==> config.mk <==
export PLATFORM = sky130hd
export DESIGN_NAME = sqct_fifo
export DESIGN_NICKNAME = d
export VERILOG_FILES = /design/src/sv/sqct_pkg.sv /design/src/sv/sqct_fifo.sv
export SDC_FILE = /design/constraint.sdc
export NUM_CORES = 1
export LEC_CHECK = 0
export BUFFER_PORTS_ARGS = -buffer_cell sky130_fd_sc_hd__buf_2
export CORE_ASPECT_RATIO = 2
export CORE_MARGIN = 2
export CORE_UTILIZATION = 45
export DETAILED_ROUTE_END_ITERATION = 10
export GPL_TIMING_DRIVEN = 0
export PLACE_DENSITY = 0.79
export SYNTH_ARGS = -nofsm -noshare
export SYNTH_HDL_FRONTEND = slang
export SYNTH_SLANG_ARGS = --single-unit
export TNS_END_PERCENT = 30
==> constraint.sdc <==
create_clock -name i_clk -period 6.24 [get_ports i_clk]
set_clock_uncertainty 0.15 [all_clocks]
set_input_delay 0.624 -clock i_clk [delete_from_list [all_inputs] [get_ports i_clk]]
set_output_delay 0.624 -clock i_clk [all_outputs]
set_load 0.05 [all_outputs]
==> src/sv/sqct_pkg.sv <==
`default_nettype none
package sqct_pkg;

    // Default sine/cosine table depth (entries per full turn)
    localparam int DEFAULT_TABLE_DEPTH = 1024;
    // Items buffered between front and back
    localparam int QUEUE_DEPTH = 4;

    // Widths
    localparam int COORD_W  = 24;  // Q16.8 port coordinate
    localparam int OFS_W    = 33;  // rounded scaled corner offset
    localparam int PIV_W    = 25;  // world pivot pos + origin
    localparam int IDX_W    = 16;  // widest table index
    localparam int TRIG_W   = 17;  // Q1.14 sine/cosine, +/-16384 included
    localparam int TEX_W    = 17;
    localparam int RGBA_W   = 32;

    // Configuration register indexes
    typedef enum logic [2:0] {
        CFG_TEX_U_LEFT   = 3'd0,
        CFG_TEX_V_TOP    = 3'd1,
        CFG_TEX_U_RIGHT  = 3'd2,
        CFG_TEX_V_BOTTOM = 3'd3,
        CFG_TINT_RGBA    = 3'd4
    } t_cfg_idx;

    // Classified sprite handed from front to back
    typedef struct packed {
        logic signed [OFS_W-1:0] fx;
        logic signed [OFS_W-1:0] fy;
        logic signed [OFS_W-1:0] fx2;
        logic signed [OFS_W-1:0] fy2;
        logic signed [PIV_W-1:0] wx;
        logic signed [PIV_W-1:0] wy;
        logic                    rot;
        logic [IDX_W-1:0]        idx;
    } t_item;

endpackage
`default_nettype wire

==> src/sv/sqct_fifo.sv <==
`default_nettype none
module sqct_fifo (
    input  wire logic       i_clk,
    input  wire logic       i_rst_n,
    input  wire logic       i_push,
    input  sqct_pkg::t_item i_item,
    output logic            o_not_full,
    input  wire logic       i_pop,
    output logic            o_not_empty,
    output sqct_pkg::t_item o_item
);
    import sqct_pkg::*;

    localparam int PW = $clog2(QUEUE_DEPTH);
    localparam int CW = $clog2(QUEUE_DEPTH + 1);

    t_item          r_mem [QUEUE_DEPTH];
    logic [PW-1:0]  r_wr, r_rd;
    logic [CW-1:0]  r_count;

    assign o_not_full  = (r_count != CW'(QUEUE_DEPTH));
    assign o_not_empty = (r_count != '0);
    assign o_item      = r_mem[r_rd];

    // Pointers and fill count
    always_ff @(posedge i_clk) begin
        if (!i_rst_n) begin
            r_wr    <= '0;
            r_rd    <= '0;
            r_count <= '0;
        end else begin
            if (i_push) r_wr <= (r_wr == PW'(QUEUE_DEPTH - 1)) ? '0 : r_wr + 1'b1;
            if (i_pop)  r_rd <= (r_rd == PW'(QUEUE_DEPTH - 1)) ? '0 : r_rd + 1'b1;
            r_count <= r_count + CW'(i_push) - CW'(i_pop);
        end
    end

    // Storage
    always_ff @(posedge i_clk) begin
        if (i_push) r_mem[r_wr] <= i_item;
    end

    a_count_range: assert property (@(posedge i_clk) disable iff (!i_rst_n)
        r_count <= CW'(QUEUE_DEPTH)) else $error("queue count out of range");
    a_no_overflow: assert property (@(posedge i_clk) disable iff (!i_rst_n)
        i_push |-> (r_count != CW'(QUEUE_DEPTH)) || i_pop) else $error("queue overflow");
    a_no_underflow: assert property (@(posedge i_clk) disable iff (!i_rst_n)
        i_pop |-> r_count != '0) else $error("queue underflow");

endmodule
`default_nettype wire

=== Word-level counts from Yosys, hierarchy flattened ===
Memories as Yosys holds them, arrays and structs flattened. A register that Yosys moved wholly into a read port is not among the register bits.
Index checks and enable logic that the tools add are counted.

* Bits in registers: 7
* Bits in latches: 0
* Bits in writable memories: 796
* Bits in read-only memories: 0
* Input port bits: 203
* Output and inout port bits: 201
* Logic and storage cells: 18
* Memories: 1

{| class="wikitable"
|+ Memory list
! memory !! words !! width !! read ports !! clocked after Yosys merged registers in !! write ports !! RTL line !! RTL
|-
| r_mem || 4 || 199 || 1 || 1 || 1 || sqct_fifo.sv:17 || <nowiki>t_item r_mem [QUEUE_DEPTH];</nowiki>
|}

* Add/subtract/negate cells: 4
* Multipliers: 0
* Divide/modulo/power cells: 0
* $lt $le $gt $ge: 0
* Eq/ne operators: 3
* Shifts and indexed selects: 0
* Mux-type cells: 6
* Bitwise gates (word level): 0
* Reductions and logical operators: 1

{| class="wikitable"
|+ Operators by type and width
! operator !! count
|-
| $mux 2 || 4
|-
| $add 2x1->2 const B || 2
|-
| $eq 2x2->1 const B || 2
|-
| $add 3x1->3 || 1
|-
| $ne 3x3->1 const B || 1
|-
| $reduce_bool 3->1 || 1
|-
| $sub 3x1->3 || 1
|-
| $mux 1 || 2
|}

=== Longest topological paths before layout ===
* Depth after elaboration: 4
* Depth in mapped cells: 7
* Mapped depth without buffers: 7

=== Least setup slack after synthesis ===
OpenSTA, ideal clock, no wires.

* Kind: input port to flip-flop
* Start point: input i_push
* End point: memory r_mem[0][0] in the netlist's numbering, enable pin
* Setup time: 0.583 ns
* Data arrival time: 5.139 ns
* Required time: 5.507 ns
* Setup slack: 0.368 ns
* Stages: 1
* Buffers on the path: 0
* Path through: and2_1

* Longest elaborated chain between the ends: 2

{| class="wikitable"
|+ Ends and longest elaborated chain
! item !! RTL line !! RTL
|-
| start: declaration || sqct_fifo.sv:5 || <nowiki>input wire logic i_push,</nowiki>
|-
| $mux 1 || sqct_fifo.sv:40 || <nowiki>if (i_push) r_mem[r_wr] <= i_item;</nowiki>
|-
| $mux 1 (not written as such) || sqct_fifo.sv:40 ||
|-
| end: declaration || sqct_fifo.sv:17 ||
|}

No other way between the ends.

==> metrics.yaml <==
slowest_stage: "buf_2"
initial_core_util_pct: 45.2
area_growth_pct: 19.1
cp-end-kind: "output port"
grt_max_degree: 59
arrival_ps: 2690
drc: 0
reg2reg_slack_ps: 3690
setup_viol: 0
yosysWarnings: 0
utilization_pct: 53.9
critical_path_required_ps: 5470
period_minus_slack_ps: 3470
syn-cell-area_um2: 29100
report.final.hold_viol_count: 0
worst_path_dominant_cell_family: "buffers and inverters"
cts_buffers: 68
slowest_delay_ps: 410
die_w_um: 184
grt_pass1_wl_um: 89700
peakVddDrop_mv: 0.291
relSlewSlack_pct: 37.7
via_per_inst: 5.52
die_h_um: 364
criticalPathCategory: "reg -> out"
post-cts-setup-buffers: 0
core_um2: 64400
overflow: 0
ys_seq_area_share_pct: 82.6
cts_buffer_depth: 3
worstPathCellList: "buf_2 > buf_2 > buf_2 > mux4_2 > buf_2"
start_kind: "flop"
hold_path.class: "in -> reg"
post_cts_resized: 0
cts_root_buf: "clkbuf_16"
track_usage_pct: 18.3
dr.pass1.iters: 5
avgSynthCellArea_um2: 26.9
hold_buffers: 0
max_freq_mhz: 288
cts.clk_slew.worst_paths_ps: 70
p_leak_uw: 0.0116
fin_crit_sh_pct: 55.6
cts-htree-levels: 3
gp_congestion: 0.732
placedCellCount: 2302
drive_above_1_share_pct: 46.5
dieArea_um2: 66900
synth_fp_nets: 1294
pwr_density_cell_nw_per_um2: 345
ys_types: 18
grt_pass1_vias: 14187
pre_cts_slack_ps: 3260
drtIter0Drc: 1002
synth_cells: 1083
finalNonFillerCells: 2428
num_rows: 132
portBuffers: 403
tns_ps: 0
critPathMaxFanout: 10
ys_ff_latch: 805
nets: 1779
wl_um: 61000
hpwlAfterDp_um: 40500
ant_nets: 0
worst_slack_ps: 2770
clock_latency_ps: 590
rsz0062_at_grt: "false"
vias: 13406
maxSlewViolCount: 0
path_buf_inv: 4
io-pin-count: 404
cts_tree: "done"
worst_pin_slew_ps: 935
drv_cap: 0
antenna_found_initial: 32
cts_sinks: 805
status: "complete, no violations"
hold_ws_ps: 88.8
wl_per_cell_um: 25.1
cp_common_cell: "buf_2"
Yosys cell counts:
cell / number / share of area (%)
edfxtp_1: 796 / 82
dfxtp_1: 9 / 0.62
or3_1: 1 / 0.021
ha_1: 7 / 0.30
buf_2: 22 / 0.38
mux2i_1: 2 / 0.069
buf_6: 14 / 0.54
a21oi_1: 2 / 0.034
fa_1: 1 / 0.069
nand3_1: 1 / 0.017
nand2b_1: 2 / 0.043
nor2_1: 3 / 0.039
or3b_2: 2 / 0.060
and2_1: 6 / 0.13
xor3_1: 1 / 0.082
buf_1: 8 / 0.10
inv_1: 7 / 0.090
mux4_2: 199 / 15
sequential cells by signal, summed over array words and instances, names as in the netlist, named ones only:
| register | flops |
|---|---|
| r_count | 3 |
| r_mem | 796 |
| r_rd | 2 |
| r_wr | 2 |
path summary, 6_finish.rpt:
path                                           start                 endpoint  cells after the start
worst max register to register  r_wr[0]$_SDFFE_PN0P_  r_mem[2][175]$_DFFE_PP_                      5
worst min-delay path                       i_item[2]    r_mem[0][2]$_DFFE_PP_                      1
worst min register to register  r_rd[0]$_SDFFE_PN0P_     r_rd[0]$_SDFFE_PN0P_                      2
worst max-delay path                            flop              o_item[143]                      5
stage by stage:
stage	total power (uW)	area (um^2)
finish	12000	34700
CTS	12100	34700
detailed placement	7910	32500
global route	12400	34700
floorplan	7470	29100
global placement	7930	32200
kinds of logic after synthesis:
| family | Yosys count | share of synthesized area [%] |
|---|---|---|
| XOR/XNOR | 1 | 0.0816 |
| flip-flops | 805 | 82.6 |
| multiplexers | 201 | 15.4 |
| AO/OA/AOI/OAI | 2 | 0.0344 |
| buffers and inverters | 51 | 1.11 |
| AND/OR/NAND/NOR | 15 | 0.309 |
| adder cells (fa/ha/maj) | 8 | 0.369 |
placed cells by master, fill, tap and decap left out, drive strengths merged, types with 6 or more instances in the layout:
cell,n
edfxtp,796
buf,459
mux4,199
clkbuf,82
clkinv,25
inv,11
dfxtp,9
ha,7
bufinv,7
diode,6
and2,6
layout make-up:
class | instances | area (um^2)
Multi-Input combinational cell | 227 | 4740
Timing Repair Buffer | 415 | 2350
Sequential cell | 805 | 24100
Clock buffer | 82 | 1820
Buffer | 44 | 298
Fill cell | 4699 | 29700
Tap cell | 804 | 1010
Antenna cell | 6 | 15.0
Inverter | 7 | 26.3
Clock inverter | 38 | 375
layer usage:
| metal | share of wire [%] | global-route usage (%) |
|---|---|---|
| met5 | 0.56 | 0 |
| met4 | 1.9 | 4.49 |
| met3 | 13 | 8.94 |
| met2 | 48 | 30.0 |
| met1 | 36 | 21.6 |
power by group:
group	switching, uW	internal (uW)
Sequential	49.2	6170
Clock	1830	2380
Combinational	1110	459
Total	2980	9010
No activity file was read; power rests on OpenSTA's default activity.
