==> config.mk <==
export PLATFORM = sky130hd
export DESIGN_NAME = sqct_front
export DESIGN_NICKNAME = d
export VERILOG_FILES = /design/src/sv/sqct_pkg.sv /design/src/sv/sqct_front.sv
export SDC_FILE = /design/constraint.sdc
export NUM_CORES = 2
export LEC_CHECK = 0
export BUFFER_PORTS_ARGS = -buffer_cell sky130_fd_sc_hd__buf_2
export CAP_MARGIN = 20
export CORE_ASPECT_RATIO = 0.75
export CORE_MARGIN = 2
export CORE_UTILIZATION = 45
export DETAILED_ROUTE_END_ITERATION = 10
export HOLD_SLACK_MARGIN = 0.1
export PLACE_DENSITY_LB_ADDON = 0.1
export SYNTH_ARGS = -nofsm -noshare
export SYNTH_HDL_FRONTEND = slang
export SYNTH_SLANG_ARGS = --single-unit
export TNS_END_PERCENT = 5
==> constraint.sdc <==
create_clock -name i_clk -period 16.5 [get_ports i_clk]
set_clock_uncertainty 0.2 [all_clocks]
set_input_delay 0.825 -clock i_clk [delete_from_list [all_inputs] [get_ports i_clk]]
set_output_delay 0.825 -clock i_clk [all_outputs]
set_load 0.02 [all_outputs]
==> src/sv/sqct_pkg.sv <==
`default_nettype none
package sqct_pkg;

    // Default sine/cosine table depth (entries per full turn)
    localparam int DEFAULT_TABLE_DEPTH = 1024;
    // Items buffered between front and back
    localparam int QUEUE_DEPTH = 4;

    // Widths
    localparam int COORD_W  = 24;  // Q16.8 port coordinate
    localparam int OFS_W    = 33;  // rounded scaled corner offset
    localparam int PIV_W    = 25;  // world pivot pos + origin
    localparam int IDX_W    = 16;  // widest table index
    localparam int TRIG_W   = 17;  // Q1.14 sine/cosine, +/-16384 included
    localparam int TEX_W    = 17;
    localparam int RGBA_W   = 32;

    // Configuration register indexes
    typedef enum logic [2:0] {
        CFG_TEX_U_LEFT   = 3'd0,
        CFG_TEX_V_TOP    = 3'd1,
        CFG_TEX_U_RIGHT  = 3'd2,
        CFG_TEX_V_BOTTOM = 3'd3,
        CFG_TINT_RGBA    = 3'd4
    } t_cfg_idx;

    // Classified sprite handed from front to back
    typedef struct packed {
        logic signed [OFS_W-1:0] fx;
        logic signed [OFS_W-1:0] fy;
        logic signed [OFS_W-1:0] fx2;
        logic signed [OFS_W-1:0] fy2;
        logic signed [PIV_W-1:0] wx;
        logic signed [PIV_W-1:0] wy;
        logic                    rot;
        logic [IDX_W-1:0]        idx;
    } t_item;

endpackage
`default_nettype wire

==> src/sv/sqct_front.sv <==
`default_nettype none
module sqct_front #(
    parameter int ANGLE_TABLE_DEPTH = sqct_pkg::DEFAULT_TABLE_DEPTH
) (
    input  wire logic          i_clk,
    input  wire logic          i_rst_n,
    input  wire logic          i_valid,
    output logic               o_ready,
    input  wire logic [23:0]   i_pos_x,
    input  wire logic [23:0]   i_pos_y,
    input  wire logic [23:0]   i_width,
    input  wire logic [23:0]   i_height,
    input  wire logic [23:0]   i_origin_x,
    input  wire logic [23:0]   i_origin_y,
    input  wire logic [15:0]   i_scale_x,
    input  wire logic [15:0]   i_scale_y,
    input  wire logic [15:0]   i_angle,
    output logic               o_valid,
    input  wire logic          i_ready,
    output sqct_pkg::t_item    o_item
);
    import sqct_pkg::*;

    localparam int PROD_W = PIV_W + 16;
    localparam int IW     = $clog2(ANGLE_TABLE_DEPTH);
    localparam logic [16:0] DEPTH17 = 17'(ANGLE_TABLE_DEPTH);

    logic                     r_v;
    logic signed [PROD_W-1:0] r_p0, r_p1, r_p2, r_p3;
    logic signed [PIV_W-1:0]  r_wx, r_wy;
    logic                     r_rot;
    logic [IW-1:0]            r_idx;

    logic signed [PIV_W-1:0] ox, oy, nox, noy, dx, dy;
    logic [32:0]             idx_full;
    logic                    take;

    assign ox  = PIV_W'($signed(i_origin_x));
    assign oy  = PIV_W'($signed(i_origin_y));
    assign nox = -ox;
    assign noy = -oy;
    assign dx  = PIV_W'($signed(i_width)) - ox;
    assign dy  = PIV_W'($signed(i_height)) - oy;
    assign idx_full = {17'd0, i_angle} * {16'd0, DEPTH17};

    assign o_ready = !r_v || i_ready;
    assign take    = i_valid && o_ready;

    // Product stage: corner offsets times scale, pivot, table index
    always_ff @(posedge i_clk) begin
        if (!i_rst_n) begin
            r_v <= 1'b0;
        end else if (o_ready) begin
            r_v <= i_valid;
        end
        if (take) begin
            r_p0  <= PROD_W'(nox * $signed(i_scale_x));
            r_p1  <= PROD_W'(noy * $signed(i_scale_y));
            r_p2  <= PROD_W'(dx  * $signed(i_scale_x));
            r_p3  <= PROD_W'(dy  * $signed(i_scale_y));
            r_wx  <= PIV_W'($signed(i_pos_x)) + ox;
            r_wy  <= PIV_W'($signed(i_pos_y)) + oy;
            r_rot <= (i_angle != 16'd0);
            r_idx <= idx_full[16 +: IW];
        end
    end

    // Round half up from Q.16 to Q.8
    function automatic logic signed [OFS_W-1:0] rnd8(input logic signed [PROD_W-1:0] p);
        logic signed [PROD_W-1:0] t;
        t = p + PROD_W'(128);
        return OFS_W'(t >>> 8);
    endfunction

    assign o_valid    = r_v;
    assign o_item.fx  = rnd8(r_p0);
    assign o_item.fy  = rnd8(r_p1);
    assign o_item.fx2 = rnd8(r_p2);
    assign o_item.fy2 = rnd8(r_p3);
    assign o_item.wx  = r_wx;
    assign o_item.wy  = r_wy;
    assign o_item.rot = r_rot;
    assign o_item.idx = IDX_W'(r_idx);

endmodule
`default_nettype wire

* Word-level counts from Yosys, hierarchy flattened *
Index checks and enable logic that the tools add are counted.

storage, ports and cells
  register bits = 226
  bits of input ports = 196
  output and inout port bits = 201
  word-level logic and storage cells = 27

cells by class
  $add $sub $neg = 10
  multipliers = 4
  reductions and logical operators = 4

operators with widths
  kind                                                             count
  41-bit by 9-bit adder with 41-bit output, second input constant  4
  25-bit by 16-bit multiplier with 41-bit output                   4
  24-bit by 24-bit adder with 25-bit output                        2
  24-bit negation with 25-bit output                               2
  24-bit by 24-bit subtractor with 25-bit output                   2
  16-bit nonzero test                                              1
  1-bit logical AND                                                1
  1-bit logical NOT                                                1
  1-bit logical OR                                                 1

* Logic depth before layout (Yosys ltp) *
  depth in word-level cells = 3
  gate-level depth with buffers = 36
  depth with buffers taken out = 35

* Worst setup path after synthesis *
Ideal clock, no wire load.

  path type = input to register
  start = in i_origin_x[2]
  end = reg r_p2[39] (data pin)
  library setup time = 0.258 ns
  arrival time = 8.533 ns
  data required time = 16.042 ns
  setup slack = 7.508 ns
  stages = 33
  buffers on the path = 1
  cells stage by stage = inv_1 -> ha_1 -> nor2b_1 -> o21ai_1 -> a21oi_1 -> o31a_1 -> o41a_1 -> a31o_2 -> nor2_1 -> clkbuf_1 -> nand2_1 -> fa_1 -> inv_1 -> fa_1 -> inv_1 -> fa_1 -> inv_1 -> fa_1 -> inv_1 -> fa_1 -> inv_1 -> fa_1 -> ha_1 -> a21o_1 -> a21o_1 -> a21oi_1 -> o22ai_1 -> o211ai_2 -> o211ai_1 -> or4_1 -> a31o_2 -> a21oi_1 -> xnor2_1

between the ends
  word-level cells in the longest chain between the ends = 2

ends and longest elaborated chain
  element                                         RTL line          RTL
  from (decl)                                     sqct_front.sv:13  input wire logic [23:0] i_origin_x,
  24-bit by 24-bit subtractor with 25-bit output  sqct_front.sv:42  assign dx = PIV_W'($signed(i_width)) - ox;
  25-bit by 16-bit multiplier with 41-bit output  sqct_front.sv:59  r_p2 <= PROD_W'(dx * $signed(i_scale_x));
  to (signal assigned)                            sqct_front.sv:59
  to (decl)                                       sqct_front.sv:29  logic signed [PROD_W-1:0] r_p0, r_p1, r_p2, r_p3;

Every way passes these cells.
A chain may end at the register's enable or synchronous reset.

* Worst setup path in the final report *
  start = in i_origin_x[0]
  end = reg r_p2[39] (data pin)

The elaborated chain is that of the path after synthesis.

==> run_results.csv <==
group,metric,value,unit
synth,synth.area.top_cells,"fa_1 45%, inv_1 9.7%, ha_1 8.8%",
placed_design,portBuffers,390,
grt,grt_max_degree,60,
floorplan,die_w,457,µm
clock_network,cts_sinks,198,
sta,max_slew_margin,20.9,%
clock_network,cts-root-buf,"clkbuf_16",
floorplan,start_util,45.4,%
clock_network,clk_latency,550,ps
route,num_vias,50600,
clock_network,cts_tree,"built",
grt,met3_usage,2.77,%
route,via_per_inst,5.14,
sta,setup_slack,6620,ps
floorplan,core,153000,µm²
synth,ys_seq_area_share,8.57,%
grt,antenna_found_initial,5,
synth,yosysMostFrequentCell,"inv_1",
min_path,hold_class,"in2reg",
critical_path,crit_buf_inv,5,
run,cap_viol_max_count,0,
critical_path,cp-end-kind,"flop",
route,drt_iter0_drc,2969,
critical_path,cpMaxStageDelayCell,"fa_1",
grt,met2_usage,41.1,%
cells_and_area,nets,10100,
grt,busiest_layer,"met2",
critical_path,start_kind,"primary input",
sta,drv_slew,0,
sta,tightest_slew,1190,ps
grt,gr-usage-met1,35.9,%
synth,synth-seq-cells,198,
sta,max_freq,0.101,GHz
sta,hold_viol_final,0,
critical_path,critPathRequiredTime,16620,ps
route,firstDrtPassIters,5,
synth,synth-edff-count,197,
cells_and_area,fill_cells,14600,
cells_and_area,syn_to_final_growth,7.30,%
sta,setup_viol,0,
route,drc_errors,0,
synth,avgSynthCellArea,9.13,µm²
critical_path,critPathKind,"in2reg",
synth,syn_area,69300,µm²
clock_network,clkSlewWorstSetupHoldPaths,90,ps
grt,grt_overflow_total,0,
clock_network,numCtsBuffers,17,
clock_network,cts_resized,0,
grt,first_global_vias,53600,
floorplan,rows,124,
floorplan,die-area,157000,µm²
critical_path,cpMostUsedCell,"fa_1",
synth,ys.flop_type,"edfxtp_1",
grt,grt_pass1_wl,305000,µm
sta,rsz0062_at_grt,"no",
floorplan,die_h,344,µm
placed_design,hpwl,148000,µm
placed_design,pre_cts_slack,6070,ps
synth,synth_cells,7592,
clock_network,clockBufferDepth,2,
critical_path,cp_top_family,"adder cells",
route,antenna_left,0,
synth,ys.warnings.count,0,
synth,synthTopCellsByCount,"1790 x inv_1, 1552 x fa_1, 1063 x nand2_1, 553 x and2_1, 490 x ha_1",
critical_path,slowest_delay,750,ps
run_status,status,"finished, final reports clean",
critical_path,crit_arrival,10000,ps
cells_and_area,drive_gt1_share,7.73,%
sta,finalCritPeriodShare,59.9,%
route,finalWirelength,188000,µm
grt,grt_usage,24.9,%
route,wl_per_cell,19.1,µm
clock_network,holdBufCountCts,0,
sta,tns,0,ps
critical_path,crit_fanout,23,
synth,yosys.area.top_type,"fa_1",
synth,async_flop_share,0,%
sta,finalWorstPathRequiredPeriod,9880,ps
synth,synth.distinct_cells,83,
synth,synth_top_area_share,44.8,%
clock_network,cts.htree.levels,4,
floorplan,io_pins,397,
clock_network,cts_setup_buffers,0,
placed_design,gp_congestion,0.852,
metal layers:
metal	share of wire (%)	vias up	routed length, µm
met5	0	-	0
met2	47	1287	89000
li1	-	23000	-
met1	46	26200	85800
met4	1.8	0	3410
met3	5.2	156	9830
flip-flops by register name (all words and copies together) (netlist names):
register	cells
r_p1	34
r_p3	34
r_wy	25
r_wx	25
r_rot	1
r_idx	10
o_valid	1
r_p2	34
r_p0	34
per-stage QoR:
step	hold WS, ps	instance area, µm²	cells	util (%)
detailed placement	333	73700	9809	48.3
global route	216	74300	9842	48.7
global placement	314	73700	9806	48.3
finish	255	74300	9843	48.7
CTS	202	74300	9841	48.7
floorplan	550	69300	7597	-
layout make-up:
cell class / count / area, µm² / area share, %
flip-flops and latches: 198 / 5940 / 7.99
repair buffers: 494 / 2750 / 3.70
well taps: 2016 / 2520 / 3.39
clock inverters: 15 / 166 / 0.224
diodes: 1 / 2.50 / 0.00337
multi-input cells: 5312 / 55800 / 75.1
inverters: 1790 / 6720 / 9.04
clock buffers: 17 / 425 / 0.572
worst paths after layout:
| kind | from | to | slack (ps) | cells past startpoint |
|---|---|---|---|---|
| worst max register to register | o_valid$_SDFFE_PN0N_ | r_p1[40]$_DFFE_PP_ | 13410 | 4 |
| worst min-delay path | i_angle[9] | r_idx[3]$_DFFE_PP_ | 250 | 1 |
| worst min register to register | o_valid$_SDFFE_PN0N_ | o_valid$_SDFFE_PN0N_ | 330 | 2 |
| worst max-delay path | i_origin_x[0] | r_p2[39]$_DFFE_PP_ | 6620 | 32 |
placed cells by master, fill, tap and decap left out, types with 81 or more instances in the layout:
cell      count
buf_2       391
nand2b_1     81
xnor2_1     277
ha_1        490
nand2_1    1063
nor2_1      213
inv_1      1790
nand3_1     131
and2_1      552
fa_1       1552
buf_4       100
edfxtp_1    197
nor2b_1      90
a21oi_1     140
worst register-to-register path, cell delays in order, from the launching register on:
cell	delay, ps
dfxtp_1	310
nand2b_1	100
and2_4	460
buf_4	720
buf_4	820
cell families (layout without fill, tap and decap cells):
| family | Yosys count | in the layout | synth area share [%] |
|---|---|---|---|
| XOR/XNOR | 395 | 395 | 4.99 |
| adder cells (fa/ha/maj) | 2042 | 2042 | 53.7 |
| other | 1 | 7 | 0.00541 |
| buffers and inverters | 2087 | 2316 | 11.4 |
| AND/OR/NAND/NOR | 2379 | 2379 | 16.7 |
| AO/OA/AOI/OAI | 484 | 484 | 4.59 |
| flip-flops | 198 | 198 | 8.57 |
| multiplexers | 6 | 6 | 0.0975 |
Power is not shown: default switching activity piles up to over one toggle a cycle in this logic, so the estimate is an artifact.
